### config.mk
export PLATFORM = sky130hd
export DESIGN_NAME = positional_list_store
export DESIGN_NICKNAME = d
export VERILOG_FILES = /design/src/sv/plst_pkg.sv /design/src/sv/plst_front.sv /design/src/sv/plst_back.sv /design/src/sv/positional_list_store.sv
export VERILOG_INCLUDE_DIRS = /design/src /design/src/sv
export SDC_FILE = /design/constraint.sdc
export NUM_CORES = 2
export LEC_CHECK = 0
export BUFFER_PORTS_ARGS = -buffer_cell sky130_fd_sc_hd__buf_2
export CORE_MARGIN = 1.5
export CORE_UTILIZATION = 25
export CTS_CLUSTER_DIAMETER = 150
export DETAILED_ROUTE_END_ITERATION = 12
export GPL_TIMING_DRIVEN = 1
export REMOVE_ABC_BUFFERS = 1
export SETUP_SLACK_MARGIN = 0.3
export SYNTH_ARGS = -nofsm -noshare
export SYNTH_HDL_FRONTEND = slang
export SYNTH_SLANG_ARGS = --single-unit
### constraint.sdc
create_clock -name clk -period 28.5 [get_ports clk]
set_input_delay 8.55 -clock clk [delete_from_list [all_inputs] [get_ports clk]]
set_output_delay 8.55 -clock clk [all_outputs]
set_load 0.005 [all_outputs]
### src/sv/positional_list_store_assert.svh
// Assertion macros used by the list store execution module, plst_back.
`ifndef POSITIONAL_LIST_STORE_ASSERT_SVH
`define POSITIONAL_LIST_STORE_ASSERT_SVH

`ifndef SYNTHESIS

`define PLST_ASSERT(label, clk, rst, prop) \
  label: assert property (@(posedge clk) disable iff (rst) (prop)) \
    else $error("list store check failed");

`define PLST_ASSERT_IMPLY(label, clk, rst, ante, cons) \
  label: assert property (@(posedge clk) disable iff (rst) (ante) |-> (cons)) \
    else $error("list store check failed");

`define PLST_ASSERT_NEXT(label, clk, rst, ante, cons) \
  label: assert property (@(posedge clk) disable iff (rst) (ante) |=> (cons)) \
    else $error("list store check failed");

`else

`define PLST_ASSERT(label, clk, rst, prop)
`define PLST_ASSERT_IMPLY(label, clk, rst, ante, cons)
`define PLST_ASSERT_NEXT(label, clk, rst, ante, cons)

`endif

`endif

### src/sv/plst_pkg.sv
`timescale 1ns / 1ps

package plst_pkg;

  localparam int DEF_CAPACITY = 16;
  localparam int VALUE_W      = 32;
  localparam int POS_W        = 8;
  localparam int COUNT_W      = 5;
  // Wide enough for any position and any occupancy plus one.
  localparam int CMP_W        = 9;

  typedef enum logic [2:0] {
    CMD_INS_FRONT = 3'd0,
    CMD_INS_BACK  = 3'd1,
    CMD_INS_POS   = 3'd2,
    CMD_DEL_FRONT = 3'd3,
    CMD_DEL_BACK  = 3'd4,
    CMD_DEL_POS   = 3'd5,
    CMD_COUNT     = 3'd6,
    CMD_DUMP      = 3'd7
  } command_t;

  typedef enum logic [1:0] {
    ST_OK     = 2'd0,
    ST_BADPOS = 2'd1,
    ST_FULL   = 2'd2,
    ST_EMPTY  = 2'd3
  } status_t;

  typedef struct packed {
    command_t                   command;
    logic signed [VALUE_W-1:0]  value;
    logic [POS_W-1:0]           position;
  } cmd_t;

  typedef struct packed {
    status_t                    status;
    logic [COUNT_W-1:0]         element_count;
    logic signed [VALUE_W-1:0]  element;
    logic                       last;
  } rsp_t;

  typedef enum logic [1:0] {
    K_INSERT = 2'd0,
    K_DELETE = 2'd1,
    K_COUNT  = 2'd2,
    K_DUMP   = 2'd3
  } kind_t;

  typedef enum logic [1:0] {
    W_FRONT = 2'd0,
    W_BACK  = 2'd1,
    W_POS   = 2'd2
  } where_t;

  typedef struct packed {
    kind_t                      kind;
    where_t                     where;
    logic signed [VALUE_W-1:0]  value;
    logic [POS_W-1:0]           position;
  } op_t;

endpackage

### src/sv/plst_front.sv
`timescale 1ns / 1ps

module plst_front import plst_pkg::*; (
  input  logic clk,
  input  logic rst,
  input  logic cmd_valid,
  output logic cmd_stall,
  input  cmd_t cmd_data,
  output logic op_valid,
  input  logic op_ready,
  output op_t  op
);

  op_t        queue [2];
  logic       wr_ptr;
  logic       rd_ptr;
  logic [1:0] fill;
  logic [1:0] fill_next;
  op_t        decoded;
  logic       push;
  logic       pop;

  always_comb begin
    decoded.value    = cmd_data.value;
    decoded.position = cmd_data.position;
    unique case (cmd_data.command)
      CMD_INS_FRONT: begin
        decoded.kind  = K_INSERT;
        decoded.where = W_FRONT;
      end
      CMD_INS_BACK: begin
        decoded.kind  = K_INSERT;
        decoded.where = W_BACK;
      end
      CMD_INS_POS: begin
        decoded.kind  = K_INSERT;
        decoded.where = W_POS;
      end
      CMD_DEL_FRONT: begin
        decoded.kind  = K_DELETE;
        decoded.where = W_FRONT;
      end
      CMD_DEL_BACK: begin
        decoded.kind  = K_DELETE;
        decoded.where = W_BACK;
      end
      CMD_DEL_POS: begin
        decoded.kind  = K_DELETE;
        decoded.where = W_POS;
      end
      CMD_COUNT: begin
        decoded.kind  = K_COUNT;
        decoded.where = W_FRONT;
      end
      default: begin
        decoded.kind  = K_DUMP;
        decoded.where = W_FRONT;
      end
    endcase
  end

  assign cmd_stall = (fill == 2'd2);
  assign op_valid  = (fill != 2'd0);
  assign op        = queue[rd_ptr];
  assign push      = cmd_valid && !cmd_stall;
  assign pop       = op_valid && op_ready;

  always_comb begin
    unique case ({push, pop})
      2'b10:   fill_next = fill + 2'd1;
      2'b01:   fill_next = fill - 2'd1;
      default: fill_next = fill;
    endcase
  end

  always_ff @(posedge clk) begin
    if (rst) begin
      wr_ptr <= 1'b0;
      rd_ptr <= 1'b0;
      fill   <= 2'd0;
    end else begin
      if (push) begin
        wr_ptr <= ~wr_ptr;
      end
      if (pop) begin
        rd_ptr <= ~rd_ptr;
      end
      fill <= fill_next;
    end
  end

  always_ff @(posedge clk) begin
    if (push) begin
      queue[wr_ptr] <= decoded;
    end
  end

endmodule

### src/sv/plst_back.sv
`timescale 1ns / 1ps
`include "positional_list_store_assert.svh"

module plst_back import plst_pkg::*; #(
  parameter int CAPACITY = DEF_CAPACITY
) (
  input  logic clk,
  input  logic rst,
  input  logic op_valid,
  output logic op_ready,
  input  op_t  op,
  output logic rsp_valid,
  input  logic rsp_stall,
  output rsp_t rsp_data
);

  localparam int OCC_W = $clog2(CAPACITY + 1);

  typedef enum logic [1:0] {
    S_RUN  = 2'b01,
    S_DUMP = 2'b10
  } state_t;

  typedef enum logic [1:0] {
    SLOT_HOLD = 2'd0,
    SLOT_INS  = 2'd1,
    SLOT_DEL  = 2'd2,
    SLOT_ROT  = 2'd3
  } slot_op_t;

  state_t                     state;
  state_t                     state_next;
  logic [OCC_W-1:0]           occ;
  logic [OCC_W-1:0]           occ_next;
  logic [OCC_W-1:0]           cnt;
  logic [OCC_W-1:0]           cnt_next;
  logic signed [VALUE_W-1:0]  slots      [CAPACITY];
  logic signed [VALUE_W-1:0]  slots_next [CAPACITY];
  rsp_t                       rsp_data_next;
  logic                       rsp_valid_next;
  slot_op_t                   slot_op;
  logic [CMP_W-1:0]           idx;
  logic [CMP_W-1:0]           occ_x;
  logic [CMP_W-1:0]           pos_x;
  logic                       out_free;
  logic                       emit;
  status_t                    st;
  logic signed [VALUE_W-1:0]  elem;
  logic                       last;
  logic [OCC_W+COUNT_W-1:0]   count_ext;

  assign out_free  = !rsp_valid || !rsp_stall;
  assign op_ready  = (state == S_RUN) && out_free;
  assign occ_x     = CMP_W'(occ);
  assign pos_x     = CMP_W'(op.position);
  assign count_ext = {{COUNT_W{1'b0}}, occ_next};

  always_comb begin
    state_next = state;
    occ_next   = occ;
    cnt_next   = cnt;
    slot_op    = SLOT_HOLD;
    idx        = '0;
    emit       = 1'b0;
    st         = ST_OK;
    elem       = '0;
    last       = 1'b1;
    unique case (state)
      S_RUN: begin
        if (op_valid && out_free) begin
          emit = 1'b1;
          unique case (op.kind)
            K_INSERT: begin
              if (op.where == W_POS &&
                  (pos_x == '0 || pos_x > occ_x + CMP_W'(1))) begin
                st = ST_BADPOS;
              end else if (occ == OCC_W'(CAPACITY)) begin
                st = ST_FULL;
              end else begin
                slot_op  = SLOT_INS;
                occ_next = occ + OCC_W'(1);
                if (op.where == W_FRONT) begin
                  idx = '0;
                end else if (op.where == W_BACK) begin
                  idx = occ_x;
                end else begin
                  idx = pos_x - CMP_W'(1);
                end
              end
            end
            K_DELETE: begin
              if (occ == '0) begin
                st = ST_EMPTY;
              end else if (op.where == W_POS && (pos_x == '0 || pos_x > occ_x)) begin
                st = ST_BADPOS;
              end else begin
                slot_op  = SLOT_DEL;
                occ_next = occ - OCC_W'(1);
                if (op.where == W_FRONT) begin
                  idx = '0;
                end else if (op.where == W_BACK) begin
                  idx = occ_x - CMP_W'(1);
                end else begin
                  idx = pos_x - CMP_W'(1);
                end
              end
            end
            K_COUNT: begin
              st = ST_OK;
            end
            K_DUMP: begin
              if (occ == '0) begin
                st = ST_EMPTY;
              end else begin
                elem     = slots[0];
                slot_op  = SLOT_ROT;
                cnt_next = OCC_W'(1);
                last     = (occ == OCC_W'(1));
                if (occ != OCC_W'(1)) begin
                  state_next = S_DUMP;
                end
              end
            end
          endcase
        end
      end
      S_DUMP: begin
        if (out_free) begin
          emit     = 1'b1;
          elem     = slots[0];
          slot_op  = SLOT_ROT;
          cnt_next = cnt + OCC_W'(1);
          last     = (cnt + OCC_W'(1) == occ);
          if (cnt + OCC_W'(1) == occ) begin
            state_next = S_RUN;
          end
        end
      end
      default: begin
        state_next = S_RUN;
      end
    endcase
  end

  always_comb begin
    rsp_valid_next = rsp_valid && rsp_stall;
    rsp_data_next  = rsp_data;
    if (emit) begin
      rsp_valid_next              = 1'b1;
      rsp_data_next.status        = st;
      rsp_data_next.element_count = count_ext[COUNT_W-1:0];
      rsp_data_next.element       = elem;
      rsp_data_next.last          = last;
    end
  end

  // All slots update in parallel: those from the index upward shift up on insert and
  // down on delete, and the occupied slots rotate by one during a dump.
  for (genvar i = 0; i < CAPACITY; i++) begin : g_slot
    logic signed [VALUE_W-1:0] prev_v;
    logic signed [VALUE_W-1:0] succ_v;

    if (i == 0) begin : g_first
      assign prev_v = '0;
    end else begin : g_mid
      assign prev_v = slots[i-1];
    end

    if (i == CAPACITY - 1) begin : g_end
      assign succ_v = slots[0];
    end else begin : g_inner
      assign succ_v = slots[i+1];
    end

    always_comb begin
      unique case (slot_op)
        SLOT_HOLD: slots_next[i] = slots[i];
        SLOT_INS: begin
          if (CMP_W'(i) < idx) begin
            slots_next[i] = slots[i];
          end else if (CMP_W'(i) == idx) begin
            slots_next[i] = op.value;
          end else begin
            slots_next[i] = prev_v;
          end
        end
        SLOT_DEL: slots_next[i] = (CMP_W'(i) < idx) ? slots[i] : succ_v;
        SLOT_ROT: slots_next[i] = (CMP_W'(i) + CMP_W'(1) < occ_x) ? succ_v : slots[0];
      endcase
    end

    always_ff @(posedge clk) begin
      slots[i] <= slots_next[i];
    end
  end

  always_ff @(posedge clk) begin
    if (rst) begin
      state     <= S_RUN;
      occ       <= '0;
      cnt       <= '0;
      rsp_valid <= 1'b0;
    end else begin
      state     <= state_next;
      occ       <= occ_next;
      cnt       <= cnt_next;
      rsp_valid <= rsp_valid_next;
    end
  end

  always_ff @(posedge clk) begin
    rsp_data <= rsp_data_next;
  end

  `PLST_ASSERT(a_occ_bound, clk, rst, occ <= OCC_W'(CAPACITY))
  `PLST_ASSERT_IMPLY(a_dump_cnt, clk, rst, state == S_DUMP, cnt != '0 && cnt < occ)
  `PLST_ASSERT_NEXT(a_occ_hold, clk, rst, !(op_valid && op_ready), $stable(occ))

endmodule

### src/sv/positional_list_store.sv
// A command is registered in the command queue, and its first result in the result register.
// Throughput: one command per cycle for inserts, deletes and counts while the result
// output is not stalled; a dump of n elements holds the execution stage until all n
// results are out, one per cycle while unstalled. The slots shift or rotate in parallel.
// Reset clears the command queue, the occupancy, the sequencer and the result valid;
// slot contents are not cleared and are only read below the occupancy.
`timescale 1ns / 1ps

module positional_list_store import plst_pkg::*; #(
  parameter int CAPACITY = DEF_CAPACITY
) (
  input  logic clk,
  input  logic rst,
  input  logic cmd_valid,
  output logic cmd_stall,
  input  cmd_t cmd_data,
  output logic rsp_valid,
  input  logic rsp_stall,
  output rsp_t rsp_data
);

  logic op_valid;
  logic op_ready;
  op_t  op;

  plst_front u_front (
    .clk       (clk),
    .rst       (rst),
    .cmd_valid (cmd_valid),
    .cmd_stall (cmd_stall),
    .cmd_data  (cmd_data),
    .op_valid  (op_valid),
    .op_ready  (op_ready),
    .op        (op)
  );

  plst_back #(
    .CAPACITY (CAPACITY)
  ) u_back (
    .clk       (clk),
    .rst       (rst),
    .op_valid  (op_valid),
    .op_ready  (op_ready),
    .op        (op),
    .rsp_valid (rsp_valid),
    .rsp_stall (rsp_stall),
    .rsp_data  (rsp_data)
  );

endmodule

==> impl_metrics.json <==
{
  "place_inst": 4892,
  "place.port_buffers": 88,
  "first_pass_iters": 6,
  "seq_area_frac_synth": 0.552,
  "gp_congestion": 0.853,
  "start_util": 0.251,
  "slew_violations": 0,
  "clk_latency_ns": 0.66,
  "final-setup-viol-count": 0,
  "clock_skew_ns": 0.0533,
  "fp.dieW_um": 380,
  "max_freq_mhz": 78.6,
  "io-pin-count": 89,
  "p_leak_nw": 14.7,
  "coreArea_mm2": 0.141,
  "worst_pin_slew_ns": 1.44,
  "synth_top_cell_by_area": "edfxtp_1",
  "yosysMostFrequentCell": "edfxtp_1",
  "grt_overflow": 0,
  "reg2reg_slack_ns": 21.44,
  "area_growth_syn_to_layout_pct": 13.9,
  "r2r_cells": 15,
  "final_area_mm2": 0.0404,
  "synth_top_area_share": 0.542,
  "endpoint": "u_back.slots[12][5]$_DFFE_PP_",
  "h-tree-depth": 3,
  "synthesis.area_mm2": 0.0355,
  "power_density_mw_per_mm2": 90.9,
  "drt-initial-drc-count": 4144,
  "clock_tree.buffer_depth": 3,
  "drc_errors": 0,
  "rows": 138,
  "cts_setup_buffers": 0,
  "die_h_um": 380,
  "clk_pin_slew_ns": 0.05,
  "hold_class": "reg -> reg",
  "cts.sinks": 658,
  "yosys_warnings": 0,
  "final_cells": 5033,
  "r2r_end": "u_back.slots[12][5]$_DFFE_PP_",
  "rsz0062_at_grt": "false",
  "routed_wl_um": 130000,
  "cts_tree": "built",
  "synth-edff-count": 640,
  "ys_types": 85,
  "run_status": "completed",
  "min_period_ns": 12.72,
  "grt_max_degree": 237,
  "critPathLaunch": "rsp_stall",
  "crit_type": "in -> reg",
  "numCtsBuffers": 77,
  "crit_path_end_kind": "flip-flop",
  "dpl_cell_area_mm2": 0.0379,
  "nNetsFinal": 3147,
  "worstPathMaxFanout": 23,
  "vias_per_cell": 5.68,
  "crit_arrival_ns": 13.03,
  "routedWlPerCell_um": 25.8,
  "rr_startpoint": "u_back.occ[1]$_SDFF_PP0_",
  "dpl.hpwl_um": 72200,
  "async_reset_ff_frac": 0,
  "ys_top_cells_by_area": "edfxtp_1, a221o_1, mux2i_1, nor2_1, nand2_1",
  "drive_gt1_frac": 0.116,
  "start_kind": "input port",
  "ys_seq_elements": 658,
  "avgSynthCellArea_um2": 11.2,
  "ant_nets": 0,
  "cts-hold-fix-buffers": 0,
  "cts_resized": 0,
  "grt_pass1_vias": 27600,
  "synth-main-ff-cell": "edfxtp_1",
  "hold_violations": 0,
  "critPathRequiredTime_ns": 28.81,
  "synthTopCellsByCount": "edfxtp_1, nor2_1, a221o_1",
  "relSlewSlack": 0.0386,
  "grt_pass1_wl_um": 188000,
  "synth_cells": 3155,
  "fin_util": 0.286,
  "num_vias": 28600,
  "antenna_found_initial": 4,
  "period_share": 0.446,
  "root_buffer": "clkbuf_16",
  "maxCapViolCount": 0,
  "peakVddDrop_v": 0.0000584,
  "grt_usage": 0.171,
  "die_area_mm2": 0.144,
  "hold_slack_ns": 0.486
}
[cell usage in the layout (no fill, tap or decap), types with 7 or more instances in the layout]
| cell | instances |
|---|---|
| nand3_1 | 43 |
| xnor2_1 | 13 |
| o21ai_0 | 65 |
| a31oi_1 | 35 |
| dfxtp_1 | 17 |
| buf_4 | 77 |
| nor3_1 | 12 |
| o211ai_1 | 8 |
| inv_1 | 49 |
| clkbuf_16 | 78 |
| or2_0 | 28 |
| mux2i_1 | 296 |
| nand2_1 | 293 |
| clkinv_1 | 17 |
| buf_2 | 88 |
| edfxtp_1 | 640 |
| a21oi_4 | 7 |
| o21ai_4 | 8 |
| a211oi_1 | 35 |
| or2_2 | 12 |
| o21a_1 | 8 |
| nor2_4 | 9 |
| clkinv_2 | 11 |
| o221ai_1 | 34 |
| nor2_1 | 481 |
| and2_1 | 7 |
| clkbuf_1 | 21 |
| a221o_1 | 416 |
| ha_1 | 19 |
| a21oi_1 | 157 |
[critical path, stage by stage]
cell	delay (ns)
buf_2	0.13
o2bb2ai_1	0.19
nor3_4	0.07
buf_4	0.24
o21ai_1	0.17
a21o_1	0.13
nor4_2	0.05
or2_2	0.43
a2111oi_4	1.20
buf_4	0.63
a221o_2	0.72
buf_4	0.45
[registers in the layout (all words and copies together), names as in the netlist, named ones only]
| name | count |
|---|---|
| u_back.cnt | 5 |
| u_back.occ | 5 |
| u_back.rsp_data | 40 |
| u_back.rsp_valid | 1 |
| u_back.slots | 512 |
| u_back.state | 2 |
| u_front.fill | 2 |
| u_front.queue | 88 |
| u_front.rd_ptr | 1 |
| u_front.wr_ptr | 1 |
[layout make-up]
| cell class | count | area [µm²] |
|---|---|---|
| Clock buffer | 99 | 2030 |
| Fill cell | 14600 | 101000 |
| Antenna cell | 1 | 2.50 |
| Multi-Input combinational cell | 2125 | 14700 |
| Tap cell | 1890 | 2360 |
| Sequential cell | 658 | 19600 |
| Clock inverter | 41 | 459 |
| Inverter | 53 | 199 |
| Timing Repair Buffer | 166 | 1040 |
[how the worst min path moves through the flow]
stage / slack [ns] / from / cells past startpoint / end
3_3_place_gp: 0.46 / u_back.cnt[1]$_SDFFE_PP0P_ / 2 / u_back.cnt[1]$_SDFFE_PP0P_
4_1_cts: 0.48 / u_back.cnt[1]$_SDFFE_PP0P_ / 2 / u_back.cnt[1]$_SDFFE_PP0P_
2_1_floorplan: 0.44 / u_back.cnt[1]$_SDFFE_PP0P_ / 2 / u_back.cnt[1]$_SDFFE_PP0P_
5_1_grt: 0.52 / u_front.rd_ptr$_SDFFE_PP0P_ / 2 / u_front.rd_ptr$_SDFFE_PP0P_
3_5_place_dp: 0.47 / u_back.cnt[1]$_SDFFE_PP0P_ / 2 / u_back.cnt[1]$_SDFFE_PP0P_
6_report: 0.49 / u_back.cnt[1]$_SDFFE_PP0P_ / 2 / u_back.cnt[1]$_SDFFE_PP0P_
[power by group]
part           internal (mW)  switching (mW)
Clock                  0.566           0.433
Sequential              1.39           0.148
Combinational          0.374           0.766
Total                   2.32            1.35
[kinds of logic (layout without fill, tap and decap cells)]
family / after synthesis / count (layout) / synth area share
multiplexers: 302 / 302 / 0.0854
other: 0 / 1 / 0
AO/OA/AOI/OAI: 838 / 838 / 0.195
AND/OR/NAND/NOR: 946 / 946 / 0.111
XOR/XNOR: 20 / 20 / 0.00515
buffers and inverters: 372 / 359 / 0.0445
flip-flops: 658 / 658 / 0.552
adder cells (fa/ha/maj): 19 / 19 / 0.00670
[layer usage]
layer	part of all wire	vias to the layer above	wire length, µm	global-route usage
met3	0.11	321	14100	0.0422
met5	0.00032	-	42	0
met4	0.040	8	5150	0.0679
met2	0.44	1873	56800	0.258
met1	0.41	14300	53700	0.235
li1	-	12100	-	-
[stage by stage]
step / TNS [ns] / setup slack (ns) / power, mW
finish: 0 / 15.78 / 3.67
global route: 0 / 15.73 / 3.81
CTS: 0 / 15.97 / 3.66
detailed placement: 0 / 15.28 / 2.66
global placement: 0 / 15.43 / 2.64
floorplan: -105.12 / -3.28 / 2.24
No activity file was read; power rests on OpenSTA's default activity.
